==> src/rtl/sewd_pkg.sv <==
// sewd_pkg: shared constants and lane control type for the sonar echo window detector
`default_nettype none

package sewd_pkg;

    // capture limits
    localparam int MAX_SAMPLES = 512;
    localparam int CHANNELS    = 4;
    localparam int MAX_PULSE   = 20;

    // fixed field widths
    localparam int SAMP_W  = 8;
    localparam int CFG_W   = 8;
    localparam int PLEN_W  = 5;
    localparam int OIDX_W  = 9;

    // derived widths
    localparam int CNT_W   = $clog2(MAX_SAMPLES) + 1;
    localparam int IDX_W   = $clog2(MAX_SAMPLES);
    localparam int PTR_W   = $clog2(MAX_PULSE);
    localparam int PW      = $clog2(MAX_PULSE + 1);
    localparam int WSUM_W  = SAMP_W + PW;
    localparam int NSUM_W  = 2 * SAMP_W;
    localparam int DCNT_W  = $clog2(SAMP_W);

    localparam int IN_TDATA_W  = CHANNELS * SAMP_W;
    localparam int RES_W       = 1 + OIDX_W;
    localparam int OUT_TDATA_W = ((CHANNELS * RES_W + 7) / 8) * 8;

    // configuration register indexes
    localparam logic [1:0] REG_DEAD_ZONE = 2'd0;
    localparam logic [1:0] REG_THR_MULT  = 2'd1;
    localparam logic [1:0] REG_PULSE_LEN = 2'd2;

    localparam logic [CFG_W-1:0]  DEAD_ZONE_RST = 8'd16;
    localparam logic [CFG_W-1:0]  THR_MULT_RST  = 8'd3;
    localparam logic [PLEN_W-1:0] PULSE_LEN_RST = 5'd1;

    localparam logic [SAMP_W-1:0] THR_SAT = 8'd255;

    // per-beat control shared by all lanes
    typedef struct packed {
        logic               acc;
        logic               last;
        logic               eval_en;
        logic               noise_en;
        logic               sub_en;
        logic               div_start;
        logic               div_step;
        logic               do_mult;
        logic               do_scale;
        logic               n_ok;
        logic [PTR_W-1:0]   rd_ptr;
        logic [PTR_W-1:0]   wr_ptr;
        logic [IDX_W-1:0]   start_idx;
        logic [CFG_W-1:0]   dead_zone;
        logic [CFG_W-1:0]   thr_mult;
        logic [PW-1:0]      pulse;
    } t_lane_ctl;

endpackage

`default_nettype wire

==> src/rtl/sonar_echo_window_detector_top.sv <==
// sonar_echo_window_detector_top: four-lane boxcar echo detector with peak pick
//
// usage
// - slave stream: one beat per sample set, tdata holds four 8-bit receiver
//   samples (channel 0 lowest), tlast marks the final set of a capture
// - master stream: one beat per capture, sent for the beat carrying tlast,
//   with found and echo index for each receiver
// - config channel: index 0 dead zone, 1 threshold multiplier, 2 pulse length;
//   always ready, write only between captures
// - throughput: one sample beat per cycle, apart from a pause after the beat
//   that closes the dead zone, while each lane's shift-subtract divider works
//   out the noise floor and the threshold is scaled by the multiplier and then
//   by the pulse length
// - latency: the result beat is valid the cycle after the tlast beat
// - the result sits in an output register; further sample beats are taken
//   while it waits, but a tlast beat is held off until the slot is free
// - reset clears the sample count, all sums and the scaled thresholds and
//   restores the register defaults; the sample ring needs no clearing
// - samples past the capture limit are dropped, their tlast still closes
`default_nettype none

module sonar_echo_window_detector_top (
    input  wire logic                                i_clk,
    input  wire logic                                i_rst_n,
    // slave stream: sample_ch0, sample_ch1, sample_ch2, sample_ch3
    input  wire logic                                i_s_tvalid,
    output logic                                     o_s_tready,
    input  wire logic [sewd_pkg::IN_TDATA_W-1:0]     i_s_tdata,
    input  wire logic                                i_s_tlast,
    // master stream: found_ch0, echo_index_ch0, found_ch1, echo_index_ch1,
    // found_ch2, echo_index_ch2, found_ch3, echo_index_ch3
    output logic                                     o_m_tvalid,
    input  wire logic                                i_m_tready,
    output logic [sewd_pkg::OUT_TDATA_W-1:0]         o_m_tdata,
    // configuration writes
    input  wire logic                                i_cfg_valid,
    output logic                                     o_cfg_ready,
    input  wire logic [1:0]                          i_cfg_index,
    input  wire logic [sewd_pkg::CFG_W-1:0]          i_cfg_data
);

    // sequencer states
    localparam logic [1:0] ST_RUN   = 2'd0;
    localparam logic [1:0] ST_DIV   = 2'd1;
    localparam logic [1:0] ST_MUL   = 2'd2;
    localparam logic [1:0] ST_SCALE = 2'd3;

    logic [1:0]                     r_state, n_state;
    logic [sewd_pkg::DCNT_W-1:0]    r_dcnt;
    logic [sewd_pkg::CFG_W-1:0]     r_dead_zone;
    logic [sewd_pkg::CFG_W-1:0]     r_thr_mult;
    logic [sewd_pkg::PLEN_W-1:0]    r_pulse_len;
    logic [sewd_pkg::CNT_W-1:0]     r_cnt;
    logic [sewd_pkg::PTR_W-1:0]     r_wr_ptr;

    logic                           s_acc;
    logic                           active;
    logic [sewd_pkg::PW-1:0]        pulse;
    logic [sewd_pkg::CNT_W-1:0]     dz_ext, p_ext, dp, n_cnt;
    logic                           trig;
    logic [sewd_pkg::PTR_W:0]       rd_wide;
    sewd_pkg::t_lane_ctl            ctl;

    logic [sewd_pkg::CHANNELS-1:0]  lane_found;
    logic [sewd_pkg::OIDX_W-1:0]    lane_idx [sewd_pkg::CHANNELS];

    // ---- configuration
    assign o_cfg_ready = 1'b1;

    always_ff @(posedge i_clk) begin
        if (!i_rst_n) begin
            r_dead_zone <= sewd_pkg::DEAD_ZONE_RST;
            r_thr_mult  <= sewd_pkg::THR_MULT_RST;
            r_pulse_len <= sewd_pkg::PULSE_LEN_RST;
        end else if (i_cfg_valid) begin
            unique case (i_cfg_index)
                sewd_pkg::REG_DEAD_ZONE: r_dead_zone <= i_cfg_data;
                sewd_pkg::REG_THR_MULT:  r_thr_mult  <= i_cfg_data;
                sewd_pkg::REG_PULSE_LEN: r_pulse_len <= i_cfg_data[sewd_pkg::PLEN_W-1:0];
                default: ;
            endcase
        end
    end

    // effective window width, zero taken as one and clamped to the ring depth
    always_comb begin
        if (r_pulse_len == '0) begin
            pulse = sewd_pkg::PW'(1);
        end else if (sewd_pkg::PW'(r_pulse_len) > sewd_pkg::PW'(sewd_pkg::MAX_PULSE)) begin
            pulse = sewd_pkg::PW'(sewd_pkg::MAX_PULSE);
        end else begin
            pulse = sewd_pkg::PW'(r_pulse_len);
        end
    end

    // ---- beat decode
    assign o_s_tready = (r_state == ST_RUN) && (!o_m_tvalid || i_m_tready || !i_s_tlast);
    assign s_acc      = i_s_tvalid && o_s_tready;

    always_comb begin
        dz_ext  = sewd_pkg::CNT_W'(r_dead_zone);
        p_ext   = sewd_pkg::CNT_W'(pulse);
        dp      = dz_ext + p_ext;
        active  = r_cnt < sewd_pkg::CNT_W'(sewd_pkg::MAX_SAMPLES);
        n_cnt   = active ? r_cnt + 1'b1 : r_cnt;
        trig    = active && (r_dead_zone != '0) && (r_cnt == dz_ext - 1'b1);
        rd_wide = (sewd_pkg::PW'(r_wr_ptr) >= pulse)
                  ? (sewd_pkg::PTR_W+1)'(r_wr_ptr) - (sewd_pkg::PTR_W+1)'(pulse)
                  : (sewd_pkg::PTR_W+1)'(r_wr_ptr) + (sewd_pkg::PTR_W+1)'(sewd_pkg::MAX_PULSE)
                    - (sewd_pkg::PTR_W+1)'(pulse);

        ctl.acc       = s_acc && active;
        ctl.last      = s_acc && i_s_tlast;
        ctl.eval_en   = active && (r_cnt >= dp);
        ctl.noise_en  = active && (r_cnt < dz_ext);
        ctl.sub_en    = active && (r_cnt >= p_ext);
        ctl.div_start = s_acc && trig && !i_s_tlast;
        ctl.div_step  = (r_state == ST_DIV);
        ctl.do_mult   = (r_state == ST_MUL);
        ctl.do_scale  = (r_state == ST_SCALE);
        ctl.n_ok      = n_cnt >= dp;
        ctl.rd_ptr    = rd_wide[sewd_pkg::PTR_W-1:0];
        ctl.wr_ptr    = r_wr_ptr;
        ctl.start_idx = sewd_pkg::IDX_W'(r_cnt - p_ext);
        ctl.dead_zone = r_dead_zone;
        ctl.thr_mult  = r_thr_mult;
        ctl.pulse     = pulse;
    end

    // ---- capture position
    always_ff @(posedge i_clk) begin
        if (!i_rst_n) begin
            r_cnt    <= '0;
            r_wr_ptr <= '0;
        end else if (ctl.last) begin
            r_cnt    <= '0;
            r_wr_ptr <= '0;
        end else if (ctl.acc) begin
            r_cnt    <= n_cnt;
            r_wr_ptr <= (r_wr_ptr == sewd_pkg::PTR_W'(sewd_pkg::MAX_PULSE - 1))
                        ? '0 : r_wr_ptr + 1'b1;
        end
    end

    // ---- threshold sequencer
    always_comb begin
        n_state = r_state;
        unique case (r_state)
            ST_RUN:   if (ctl.div_start) n_state = ST_DIV;
            ST_DIV:   if (r_dcnt == sewd_pkg::DCNT_W'(sewd_pkg::SAMP_W - 1)) n_state = ST_MUL;
            ST_MUL:   n_state = ST_SCALE;
            ST_SCALE: n_state = ST_RUN;
            default:  n_state = ST_RUN;
        endcase
    end

    always_ff @(posedge i_clk) begin
        if (!i_rst_n) begin
            r_state <= ST_RUN;
            r_dcnt  <= '0;
        end else begin
            r_state <= n_state;
            r_dcnt  <= (r_state == ST_DIV) ? r_dcnt + 1'b1 : '0;
        end
    end

    // ---- lanes, one per receiver
    for (genvar ch = 0; ch < sewd_pkg::CHANNELS; ch++) begin : g_lane
        sewd_lane u_lane (
            .i_clk        (i_clk),
            .i_rst_n      (i_rst_n),
            .i_sample     (i_s_tdata[ch*sewd_pkg::SAMP_W +: sewd_pkg::SAMP_W]),
            .i_ctl        (ctl),
            .o_found      (lane_found[ch]),
            .o_echo_index (lane_idx[ch])
        );
    end

    // ---- result register
    sewd_merge u_merge (
        .i_clk        (i_clk),
        .i_rst_n      (i_rst_n),
        .i_load       (ctl.last),
        .i_found      (lane_found),
        .i_echo_index (lane_idx),
        .i_m_tready   (i_m_tready),
        .o_m_tvalid   (o_m_tvalid),
        .o_m_tdata    (o_m_tdata)
    );

`ifndef SYNTHESIS
    a_no_beat_while_busy: assert property (@(posedge i_clk) disable iff (!i_rst_n)
        (r_state != ST_RUN) |-> !o_s_tready)
        else $error("sample beat taken while threshold is being computed");

    a_result_follows_last: assert property (@(posedge i_clk) disable iff (!i_rst_n)
        (s_acc && i_s_tlast) |=> (o_m_tvalid && (r_cnt == '0) && (r_wr_ptr == '0)))
        else $error("closing beat did not produce a result and clear the capture");

    a_count_bounded: assert property (@(posedge i_clk) disable iff (!i_rst_n)
        r_cnt <= sewd_pkg::CNT_W'(sewd_pkg::MAX_SAMPLES))
        else $error("sample count past capture limit");

    a_ptr_bounded: assert property (@(posedge i_clk) disable iff (!i_rst_n)
        r_wr_ptr < sewd_pkg::PTR_W'(sewd_pkg::MAX_PULSE))
        else $error("ring pointer past ring depth");

    a_div_starts_on_trigger: assert property (@(posedge i_clk) disable iff (!i_rst_n)
        ctl.div_start |=> (r_state == ST_DIV))
        else $error("divider did not start at end of dead zone");
`endif

endmodule

`default_nettype wire

==> src/rtl/sewd_lane.sv <==
// sewd_lane: per-receiver noise floor, sliding window sum and peak tracking
`default_nettype none

module sewd_lane (
    input  wire logic                           i_clk,
    input  wire logic                           i_rst_n,
    input  wire logic [sewd_pkg::SAMP_W-1:0]    i_sample,
    input  wire sewd_pkg::t_lane_ctl            i_ctl,
    output logic                                o_found,
    output logic [sewd_pkg::OIDX_W-1:0]         o_echo_index
);

    logic [sewd_pkg::SAMP_W-1:0]  r_ring [sewd_pkg::MAX_PULSE];
    logic [sewd_pkg::WSUM_W-1:0]  r_wsum, n_wsum;
    logic [sewd_pkg::WSUM_W-1:0]  r_best, n_best;
    logic [sewd_pkg::IDX_W-1:0]   r_bstart, n_bstart;
    logic [sewd_pkg::NSUM_W-1:0]  r_noise, n_noise;
    logic [sewd_pkg::WSUM_W-1:0]  r_thr_p;
    logic [sewd_pkg::SAMP_W-1:0]  r_rem;
    logic [sewd_pkg::SAMP_W-1:0]  r_dvd_lo;
    logic [sewd_pkg::SAMP_W-1:0]  r_quot;
    logic [sewd_pkg::SAMP_W-1:0]  r_thr;
    logic [sewd_pkg::SAMP_W:0]    div_tmp;
    logic                         div_ge;
    logic [2*sewd_pkg::SAMP_W-1:0] thr_prod;
    logic [sewd_pkg::SAMP_W-1:0]  old_samp;
    logic                         upd;
    logic [sewd_pkg::OIDX_W-1:0]  base_idx;

    // window bookkeeping for this beat
    always_comb begin
        old_samp = i_ctl.sub_en ? r_ring[i_ctl.rd_ptr] : '0;
        n_wsum   = r_wsum - sewd_pkg::WSUM_W'(old_samp) + sewd_pkg::WSUM_W'(i_sample);
        n_noise  = i_ctl.noise_en ? r_noise + sewd_pkg::NSUM_W'(i_sample) : r_noise;
        upd      = i_ctl.eval_en && (r_wsum > r_best);
        n_best   = upd ? r_wsum : r_best;
        n_bstart = upd ? i_ctl.start_idx : r_bstart;
    end

    // restoring divide step, one quotient bit a cycle
    assign div_tmp  = {r_rem, r_dvd_lo[sewd_pkg::SAMP_W-1]};
    assign div_ge   = div_tmp >= {1'b0, i_ctl.dead_zone};
    assign thr_prod = r_quot * i_ctl.thr_mult;

    // result for a closing beat
    always_comb begin
        base_idx     = (n_best == '0) ? sewd_pkg::OIDX_W'(i_ctl.dead_zone)
                                      : sewd_pkg::OIDX_W'(n_bstart);
        o_found      = i_ctl.n_ok && (n_best >= r_thr_p);
        o_echo_index = o_found ? base_idx + sewd_pkg::OIDX_W'(i_ctl.pulse >> 1) : '0;
    end

    always_ff @(posedge i_clk) begin
        if (i_ctl.acc) begin
            r_ring[i_ctl.wr_ptr] <= i_sample;
        end
    end

    always_ff @(posedge i_clk) begin
        if (!i_rst_n) begin
            r_wsum   <= '0;
            r_best   <= '0;
            r_bstart <= '0;
            r_noise  <= '0;
            r_thr_p  <= '0;
        end else if (i_ctl.last) begin
            r_wsum   <= '0;
            r_best   <= '0;
            r_bstart <= '0;
            r_noise  <= '0;
            r_thr_p  <= '0;
        end else begin
            if (i_ctl.acc) begin
                r_wsum   <= n_wsum;
                r_best   <= n_best;
                r_bstart <= n_bstart;
                r_noise  <= n_noise;
            end
            if (i_ctl.do_scale) begin
                r_thr_p <= sewd_pkg::WSUM_W'(r_thr * i_ctl.pulse);
            end
        end
    end

    // noise floor divider and threshold scaling datapath
    always_ff @(posedge i_clk) begin
        if (i_ctl.div_start) begin
            r_rem    <= n_noise[sewd_pkg::NSUM_W-1:sewd_pkg::SAMP_W];
            r_dvd_lo <= n_noise[sewd_pkg::SAMP_W-1:0];
            r_quot   <= '0;
        end else if (i_ctl.div_step) begin
            r_rem    <= div_ge ? sewd_pkg::SAMP_W'(div_tmp - {1'b0, i_ctl.dead_zone})
                               : div_tmp[sewd_pkg::SAMP_W-1:0];
            r_dvd_lo <= {r_dvd_lo[sewd_pkg::SAMP_W-2:0], 1'b0};
            r_quot   <= {r_quot[sewd_pkg::SAMP_W-2:0], div_ge};
        end
        if (i_ctl.do_mult) begin
            r_thr <= (thr_prod > (2*sewd_pkg::SAMP_W)'(sewd_pkg::THR_SAT))
                     ? sewd_pkg::THR_SAT : thr_prod[sewd_pkg::SAMP_W-1:0];
        end
    end

endmodule

`default_nettype wire

==> src/rtl/sewd_merge.sv <==
// sewd_merge: gathers lane results into one output beat held until taken
`default_nettype none

module sewd_merge (
    input  wire logic                               i_clk,
    input  wire logic                               i_rst_n,
    input  wire logic                               i_load,
    input  wire logic [sewd_pkg::CHANNELS-1:0]      i_found,
    input  wire logic [sewd_pkg::OIDX_W-1:0]        i_echo_index [sewd_pkg::CHANNELS],
    input  wire logic                               i_m_tready,
    output logic                                    o_m_tvalid,
    output logic [sewd_pkg::OUT_TDATA_W-1:0]        o_m_tdata
);

    logic                              r_valid;
    logic [sewd_pkg::OUT_TDATA_W-1:0]  r_data;
    logic [sewd_pkg::OUT_TDATA_W-1:0]  n_data;

    always_comb begin
        n_data = '0;
        for (int ch = 0; ch < sewd_pkg::CHANNELS; ch++) begin
            n_data[ch*sewd_pkg::RES_W +: sewd_pkg::RES_W] = {i_echo_index[ch], i_found[ch]};
        end
    end

    always_ff @(posedge i_clk) begin
        if (!i_rst_n) begin
            r_valid <= 1'b0;
        end else if (i_load) begin
            r_valid <= 1'b1;
        end else if (i_m_tready) begin
            r_valid <= 1'b0;
        end
    end

    always_ff @(posedge i_clk) begin
        if (i_load) begin
            r_data <= n_data;
        end
    end

    assign o_m_tvalid = r_valid;
    assign o_m_tdata  = r_data;

endmodule

`default_nettype wire

==> config.mk <==
export PLATFORM = sky130hd
export DESIGN_NAME = sonar_echo_window_detector_top
export DESIGN_NICKNAME = d
export VERILOG_FILES = /design/src/rtl/sewd_pkg.sv /design/src/rtl/sonar_echo_window_detector_top.sv /design/src/rtl/sewd_lane.sv /design/src/rtl/sewd_merge.sv
export SDC_FILE = /design/constraint.sdc
export NUM_CORES = 2
export LEC_CHECK = 0
export BUFFER_PORTS_ARGS = -buffer_cell sky130_fd_sc_hd__buf_2
export CAP_MARGIN = 20
export CORE_MARGIN = 10
export CORE_UTILIZATION = 64
export DETAILED_ROUTE_END_ITERATION = 8
export PLACE_DENSITY_LB_ADDON = 0.12
export SLEW_MARGIN = 5
export SYNTH_ARGS = -nofsm -noshare
export SYNTH_HDL_FRONTEND = slang
export SYNTH_HIERARCHICAL = 1
export SYNTH_SLANG_ARGS = --single-unit
==> constraint.sdc <==
create_clock -name i_clk -period 12.65 [get_ports i_clk]
set_input_delay 2.53 -clock i_clk [delete_from_list [all_inputs] [get_ports i_clk]]
set_output_delay 2.53 -clock i_clk [all_outputs]
set_load 0.05 [all_outputs]
Yosys cells after proc, flatten, opt, wreduce, memory -nomap -nowiden --
Memory sizes are Yosys's and may differ from the RTL's. Index checks and enable logic that the tools add are counted.
Word-level totals: flip-flop bits (word level) 466, bits in latches 0, memory bits (writable) 640, bits in read-only memories 0, input bits 48, output and inout bits 43, logic and storage cells 215, memories 4
Memories:
- g_lane[0].u_lane.r_ring | words 20, width 8, read ports 1, clocked after Yosys merged registers in 0, wr ports 1, RTL line sewd_lane.sv:13 | logic [sewd_pkg::SAMP_W-1:0] r_ring [sewd_pkg::MAX_PULSE];
- g_lane[1].u_lane.r_ring | words 20, width 8, read ports 1, clocked after Yosys merged registers in 0, wr ports 1, RTL line sewd_lane.sv:13
- g_lane[2].u_lane.r_ring | words 20, width 8, read ports 1, clocked after Yosys merged registers in 0, wr ports 1, RTL line sewd_lane.sv:13
- g_lane[3].u_lane.r_ring | words 20, width 8, read ports 1, clocked after Yosys merged registers in 0, wr ports 1, RTL line sewd_lane.sv:13
Operators by class: add/subtract/negate cells 29, multipliers 8, div/mod/pow operators 0, $lt $le $gt $ge 23, eq/ne operators 10, shifts and indexed selects 0, mux-type cells 52, bitwise logic cells 1, reduce and logical (&&, ||, !) cells 39
Operator list (count):
- $mux W8 | 24
- $mux W9 | 8
- $add A16 B8 Y16 | 4
- $gt A16 B8 Y1 const B | 4
- $mul A8 B8 Y16 | 4
- $mux W16 | 4
- $add A13 B8 Y13 | 4
- $ge A13 B13 Y1 | 4
- $gt A13 B13 Y1 | 4
- $logic_not A13 Y1 | 4
- $mul A8 B5 Y13 | 4
- $mux W13 | 4
- $sub A13 B8 Y13 | 4
- $add A9 B4 Y9 | 4
- $ge A9 B8 Y1 | 4
- $sub A8 B8 Y8 | 4
- $ge A10 B9 Y1 | 2
- $mux W5 | 4
- $logic_and A1 B1 Y1 | 19
- $add A10 B1 Y10 const B | 1
- $eq A10 B10 Y1 | 1
- $ge A10 B5 Y1 | 1
- $lt A10 B10 Y1 const B | 1
- $lt A10 B8 Y1 | 1
- 28 further kinds | 44

Logic depth before layout (Yosys ltp) --
depth after elaboration 11, mapped depth 31, depth with buffers taken out 30

Modules after synthesis --
Netlist, hierarchy kept.
By module, submodules not included:
- sewd_lane at g_lane[3].u_lane | times used 1, cells an instance 1450, area an instance 16251.8 µm², sequential area each 6966.7 µm²
- sewd_lane at g_lane[0].u_lane | times used 1, cells an instance 1414, area an instance 16178.0 µm², sequential area each 6966.7 µm²
- sewd_lane at g_lane[1].u_lane | times used 1, cells an instance 1421, area an instance 15995.3 µm², sequential area each 6966.7 µm²
- sewd_lane at g_lane[2].u_lane | times used 1, cells an instance 1433, area an instance 15987.8 µm², sequential area each 6966.7 µm²
- sonar_echo_window_detector_top | times used 1, cells an instance 448, area an instance 3653.5 µm², sequential area each 820.8 µm²
- sewd_merge | times used 1, cells an instance 43, area an instance 1242.4 µm², sequential area each 1221.2 µm²

Worst setup path after synthesis --
No wires, ideal clock.
kind reg-to-reg, start register r_pulse_len[1] (netlist name), end register g_lane[2].u_lane/r_wsum[11] (netlist name), library setup time 0.087 ns, arrival 7.805 ns, slack 4.757 ns, stages on the path, launching flop included 23, buffers on the path 1, period minus slack after synthesis 7.893 ns, path through dfxtp_1 > o41ai_1 > ha_1 > inv_1 > ha_1 > fa_1 > nor2_1 > a21oi_1 > buf_1 > mux4_2 > mux2i_1 > nor2b_1 > fa_1 > inv_1 > ha_1 > a211oi_1 > o21bai_1 > a31oi_1 > nor2_1 > a2111oi_0 > a211oi_1 > xnor2_1 > o31ai_1
RTL lines:
- start: declaration | RTL line sonar_echo_window_detector_top.sv:52 | logic [sewd_pkg::PLEN_W-1:0] r_pulse_len;
- start signal: assignment | RTL line sonar_echo_window_detector_top.sv:74 | r_pulse_len <= sewd_pkg::PULSE_LEN_RST;
- start signal: assignment | RTL line sonar_echo_window_detector_top.sv:79 | sewd_pkg::REG_PULSE_LEN: r_pulse_len <= i_cfg_data[sewd_pkg::PLEN_W-1:0];
- end signal: assignment | RTL line sewd_lane.sv:74 | r_wsum <= n_wsum;
- end: declaration | RTL line sewd_lane.sv:14 | logic [sewd_pkg::WSUM_W-1:0] r_wsum, n_wsum;

==> impl_results.md <==
- Outcome: finished clean
- Commonest non-fill, non-tap cell in the layout: edfxtp_1
- Initial Util: 64.56%
- Setup crit end kind: flop
- Async SR Flop Fraction: 0%
- Total track usage: between 20% and 30%
- Post-synthesis sequential area ratio: 43.15%
- Clock sinks: 1106
- Total die area: 0.1219 mm2
- Seq cells post-synth: 1106
- Final Skew: between 0.03 and 0.04 ns
- Clock latency on the worst-skew pair: 0.73 ns
- GRT overflow: 0
- Global-route wire length before repair: 258700 um
- Setup TNS: 0 ns
- Cells after Synth: between 6000 and 7000
- Max-capacitance violation count: 0
- Via-to-Cell Ratio: 6.026
- Most frequent cells in the layout: 776 x edfxtp_1, 662 x inv_1, 514 x ha_1, 478 x nor2_1, 476 x nand2_1
- Yosys Warn Count: 6
- Avg Inst Size Synth: 11.16 um2
- RSZ-0062 raised after global routing: no
- CP delay by family, top: buffers and inverters
- Rel. slew slack: 25.38%
- Cell total after placement: 7557
- Final WL: 162100 um
- Total core area: 0.1074 mm2
- Main combinational cell family by area after synthesis: adder cells
- XOR/XNOR Fraction of Synth Area: under 10%
- RR Startpoint: r_pulse_len[3]
- Cts hold-fix bufs: 0
- Via count: 46849
- Worst-margin pin slew: about 1.1 ns
- Row Count: 120
- Crit path buf inv count: 5
- Critical path class: flop to flop
- Vias in the first global route: 47020
- Area fraction in compound gates after synthesis: 7.999%
- Post-synthesis adder-cell area fraction: 17.01%
- Max stage delay on crit path: 0.71 ns
- CP Cell Sequence: o21ai_0, nand2_1, inv_1, buf_4, fa_1, inv_6, buf_4, mux4_2, mux4_2, mux2i_1, nor2b_1, fa_1, inv_1, ha_1, o21ai_0, o21bai_1, a31oi_1, nor2_1, a2111oi_0, a211oi_1, xnor2_1, o31ai_1
- Final nets: 7101
- DR iter-0 viols: 3673
- Final period utilization: 59.17%
- Final cell count without fillers: 7774
- Worst r2r dst: g_lane[2].u_lane/r_wsum[11]
- Count of pins over their slew limit: 0
- Mean routed wirelength per cell: between 20 and 25 um
- Total power: 10.85 mW
- Pin count of the biggest net entering global routing: 89
- DIE HEIGHT: roughly 350 um
- Leakage: 30.38 nW
- Syn nets: a little over 7000
- Num CTS Buffers: 115
- Final ANT Viol Nets: 0
- Root Driver: clkbuf_16
- Multiplexer area fraction after synthesis: 10.87%
- Hold path start: r_dcnt[0]
- Power Density: 144.0 mW/mm2
- Gpl congestion: 0.8777
- Hold WC Path Type: flop to flop
- Final Hold Viols: 0
- Detailed Routing Iterations Pass 1: 6
- Critical Path Slowest Stage Cell: buf_4
- Final Util: between 70% and 80%
- Post-CTS Resized: 0
- Reg2reg path depth: 22
- TritonCTS clock tree: done
- Mapped cell area: a little under 0.07 mm2
- Fillers: 7753
- Clock Tree Buf Depth: 3
- Layout cell share with drive strength beyond 1: between 10% and 20%
- Fmax: 0.1336 GHz
- Die Width: 349.1 um
- Critical path arrival: 8.12 ns
- Max rail drop VDD: 140.4 uV
- Flop-to-flop setup slack: 5.16 ns
- Port buffer count: 89
- Postcts setup bufs: 0
- Area grow syn2layout: 8.705%
- Post-DP HPWL: 111200 um
- Simple-gate share of the synthesized area: between 10% and 20%
- Count of flip-flops with a built-in enable after synthesis: 776
- # setup viols final: 0
- CP Launch Type: flop
- Remaining DRCs: 0
- Netlist cell types: 104
- Worst hold slack: 0.4369 ns
- # H-tree levels: 3
- Ys flop type: edfxtp_1
- Minimum clock period: 7.485 ns
- Initial antenna violation count: 6
- Worst Hold Depth: 1
- Crit-path max FO: 65
- Worst endpoint required time: 13.28 ns
- Clock transition at the registers of the reported paths: 0.06 ns
- Boundary pin count: 91
- Hold Path End: r_dcnt[0]
- Critical Path Source: r_pulse_len[3]
==> sequential cells by signal (all words and copies together), names as in the netlist, 2 cells and up <==
register	cells
r_dcnt	3
r_cnt	10
r_dead_zone	8
g_lane.u_lane/r_thr_p	52
g_lane.u_lane/r_wsum	52
g_lane.u_lane/r_dvd_lo	32
g_lane.u_lane/r_ring	640
r_thr_mult	8
r_pulse_len	5
u_merge/o_m_tdata	40
g_lane.u_lane/r_bstart	36
r_wr_ptr	5
r_state	2
g_lane.u_lane/r_rem	32
g_lane.u_lane/r_noise	64
g_lane.u_lane/r_quot	32
g_lane.u_lane/r_best	52
g_lane.u_lane/r_thr	32
==> how the worst max path moves through the flow <==
stage	endpoint	slack [ns]	cells after the start
2_1_floorplan	g_lane[2].u_lane/r_wsum[11]	4.76	22
3_3_place_gp	g_lane[2].u_lane/r_wsum[11]	5.23	23
3_5_place_dp	g_lane[2].u_lane/r_wsum[11]	5.23	22
4_1_cts	g_lane[2].u_lane/r_wsum[11]	5.19	22
5_1_grt	u_merge/o_m_tdata[19]	4.78	29
6_report	g_lane[2].u_lane/r_wsum[11]	5.16	22
==> synth_stat cells (all sizes together) (7+ instances only) <==
| master | n | area share [%] |
|---|---|---|
| nand3b | 23 | 0.25 |
| a21boi | 19 | 0.21 |
| and3 | 25 | 0.23 |
| o21a | 30 | 0.32 |
| xor2 | 104 | 1.3 |
| o211ai | 18 | 0.19 |
| or3 | 32 | 0.29 |
| nor3 | 62 | 0.45 |
| buf | 78 | 0.52 |
| nor4 | 29 | 0.30 |
| a211o | 10 | 0.13 |
| a21o | 69 | 0.75 |
| clkbuf | 136 | 0.74 |
| nor2b | 96 | 0.88 |
| a31oi | 23 | 0.27 |
| a31o | 10 | 0.13 |
| or2 | 19 | 0.17 |
| nand4 | 58 | 0.52 |
| or3b | 7 | 0.088 |
| a41oi | 7 | 0.099 |
| o2111ai | 7 | 0.088 |
| a21oi | 304 | 2.2 |
| nand2b | 48 | 0.43 |
| nor4b | 8 | 0.14 |
| a211oi | 80 | 0.90 |
| a2111oi | 17 | 0.27 |
| mux2i | 290 | 4.2 |
| mux2 | 26 | 0.43 |
| nand3 | 119 | 0.86 |
| fa | 266 | 7.7 |
| inv | 664 | 3.6 |
| and4 | 9 | 0.11 |
| and2 | 315 | 2.8 |
| mux4 | 192 | 6.2 |
| o21bai | 22 | 0.24 |
| xnor2 | 149 | 1.9 |
| ha | 516 | 9.3 |
| dfxtp | 330 | 9.5 |
| nand2 | 477 | 2.6 |
| o21ai | 183 | 1.3 |
| edfxtp | 776 | 34 |
| nor2 | 479 | 2.6 |
| o31ai | 14 | 0.19 |
==> through the flow <==
| stage | worst slack (ns) | cell area, um2 |
|---|---|---|
| final | 5.165 | 75340 |
| after global routing | 4.780 | 75340 |
| after CTS | 5.195 | 75340 |
| after detailed placement | 5.234 | 71330 |
| after global placement | 5.231 | 71320 |
| after floorplan | 4.757 | 69310 |
==> layout make-up <==
class,instances,area (um2),area share (%)
diodes,1,2.502,0.003321
clock buffers,154,3167,4.203
clock inverters,62,845.8,1.123
inverters,665,2509,3.330
multi-input cells,4224,36170,48.01
flip-flops and latches,1106,29910,39.70
well taps,1403,1755,2.330
repair buffers,159,980.9,1.302
==> per-layer routing <==
| metal | global-route usage (%) | vias to the layer above | share of wire [%] |
|---|---|---|---|
| met2 | 44.92 | 1458 | 49 |
| met3 | 4.189 | 304 | 6.7 |
| met1 | 35.27 | 23069 | 42 |
| li1 | - | 22016 | - |
| met5 | 0 | - | 0.0043 |
| met4 | 8.123 | 2 | 3.0 |
==> logic make-up (layout without fill, tap and decap cells) <==
logic type | count (synthesis) | in the layout
buffers and inverters | 879 | 1040
AND/OR/NAND/NOR | 1818 | 1818
multiplexers | 508 | 508
AO/OA/AOI/OAI | 861 | 861
XOR/XNOR | 253 | 253
flip-flops | 1106 | 1106
other | 1 | 2
adder cells (fa/ha/maj) | 783 | 783
==> report_power, final <==
part | leakage (nW) | total [mW] | internal (mW) | switching [mW]
Combinational | 18.7 | 3.19 | 1.39 | 1.80
Clock | 1.95 | 3.55 | 2.09 | 1.46
Sequential | 9.71 | 4.11 | 3.98 | 0.126
Total | 30.4 | 10.9 | 7.47 | 3.39
Note: power is estimated with default switching activity, not from simulation.
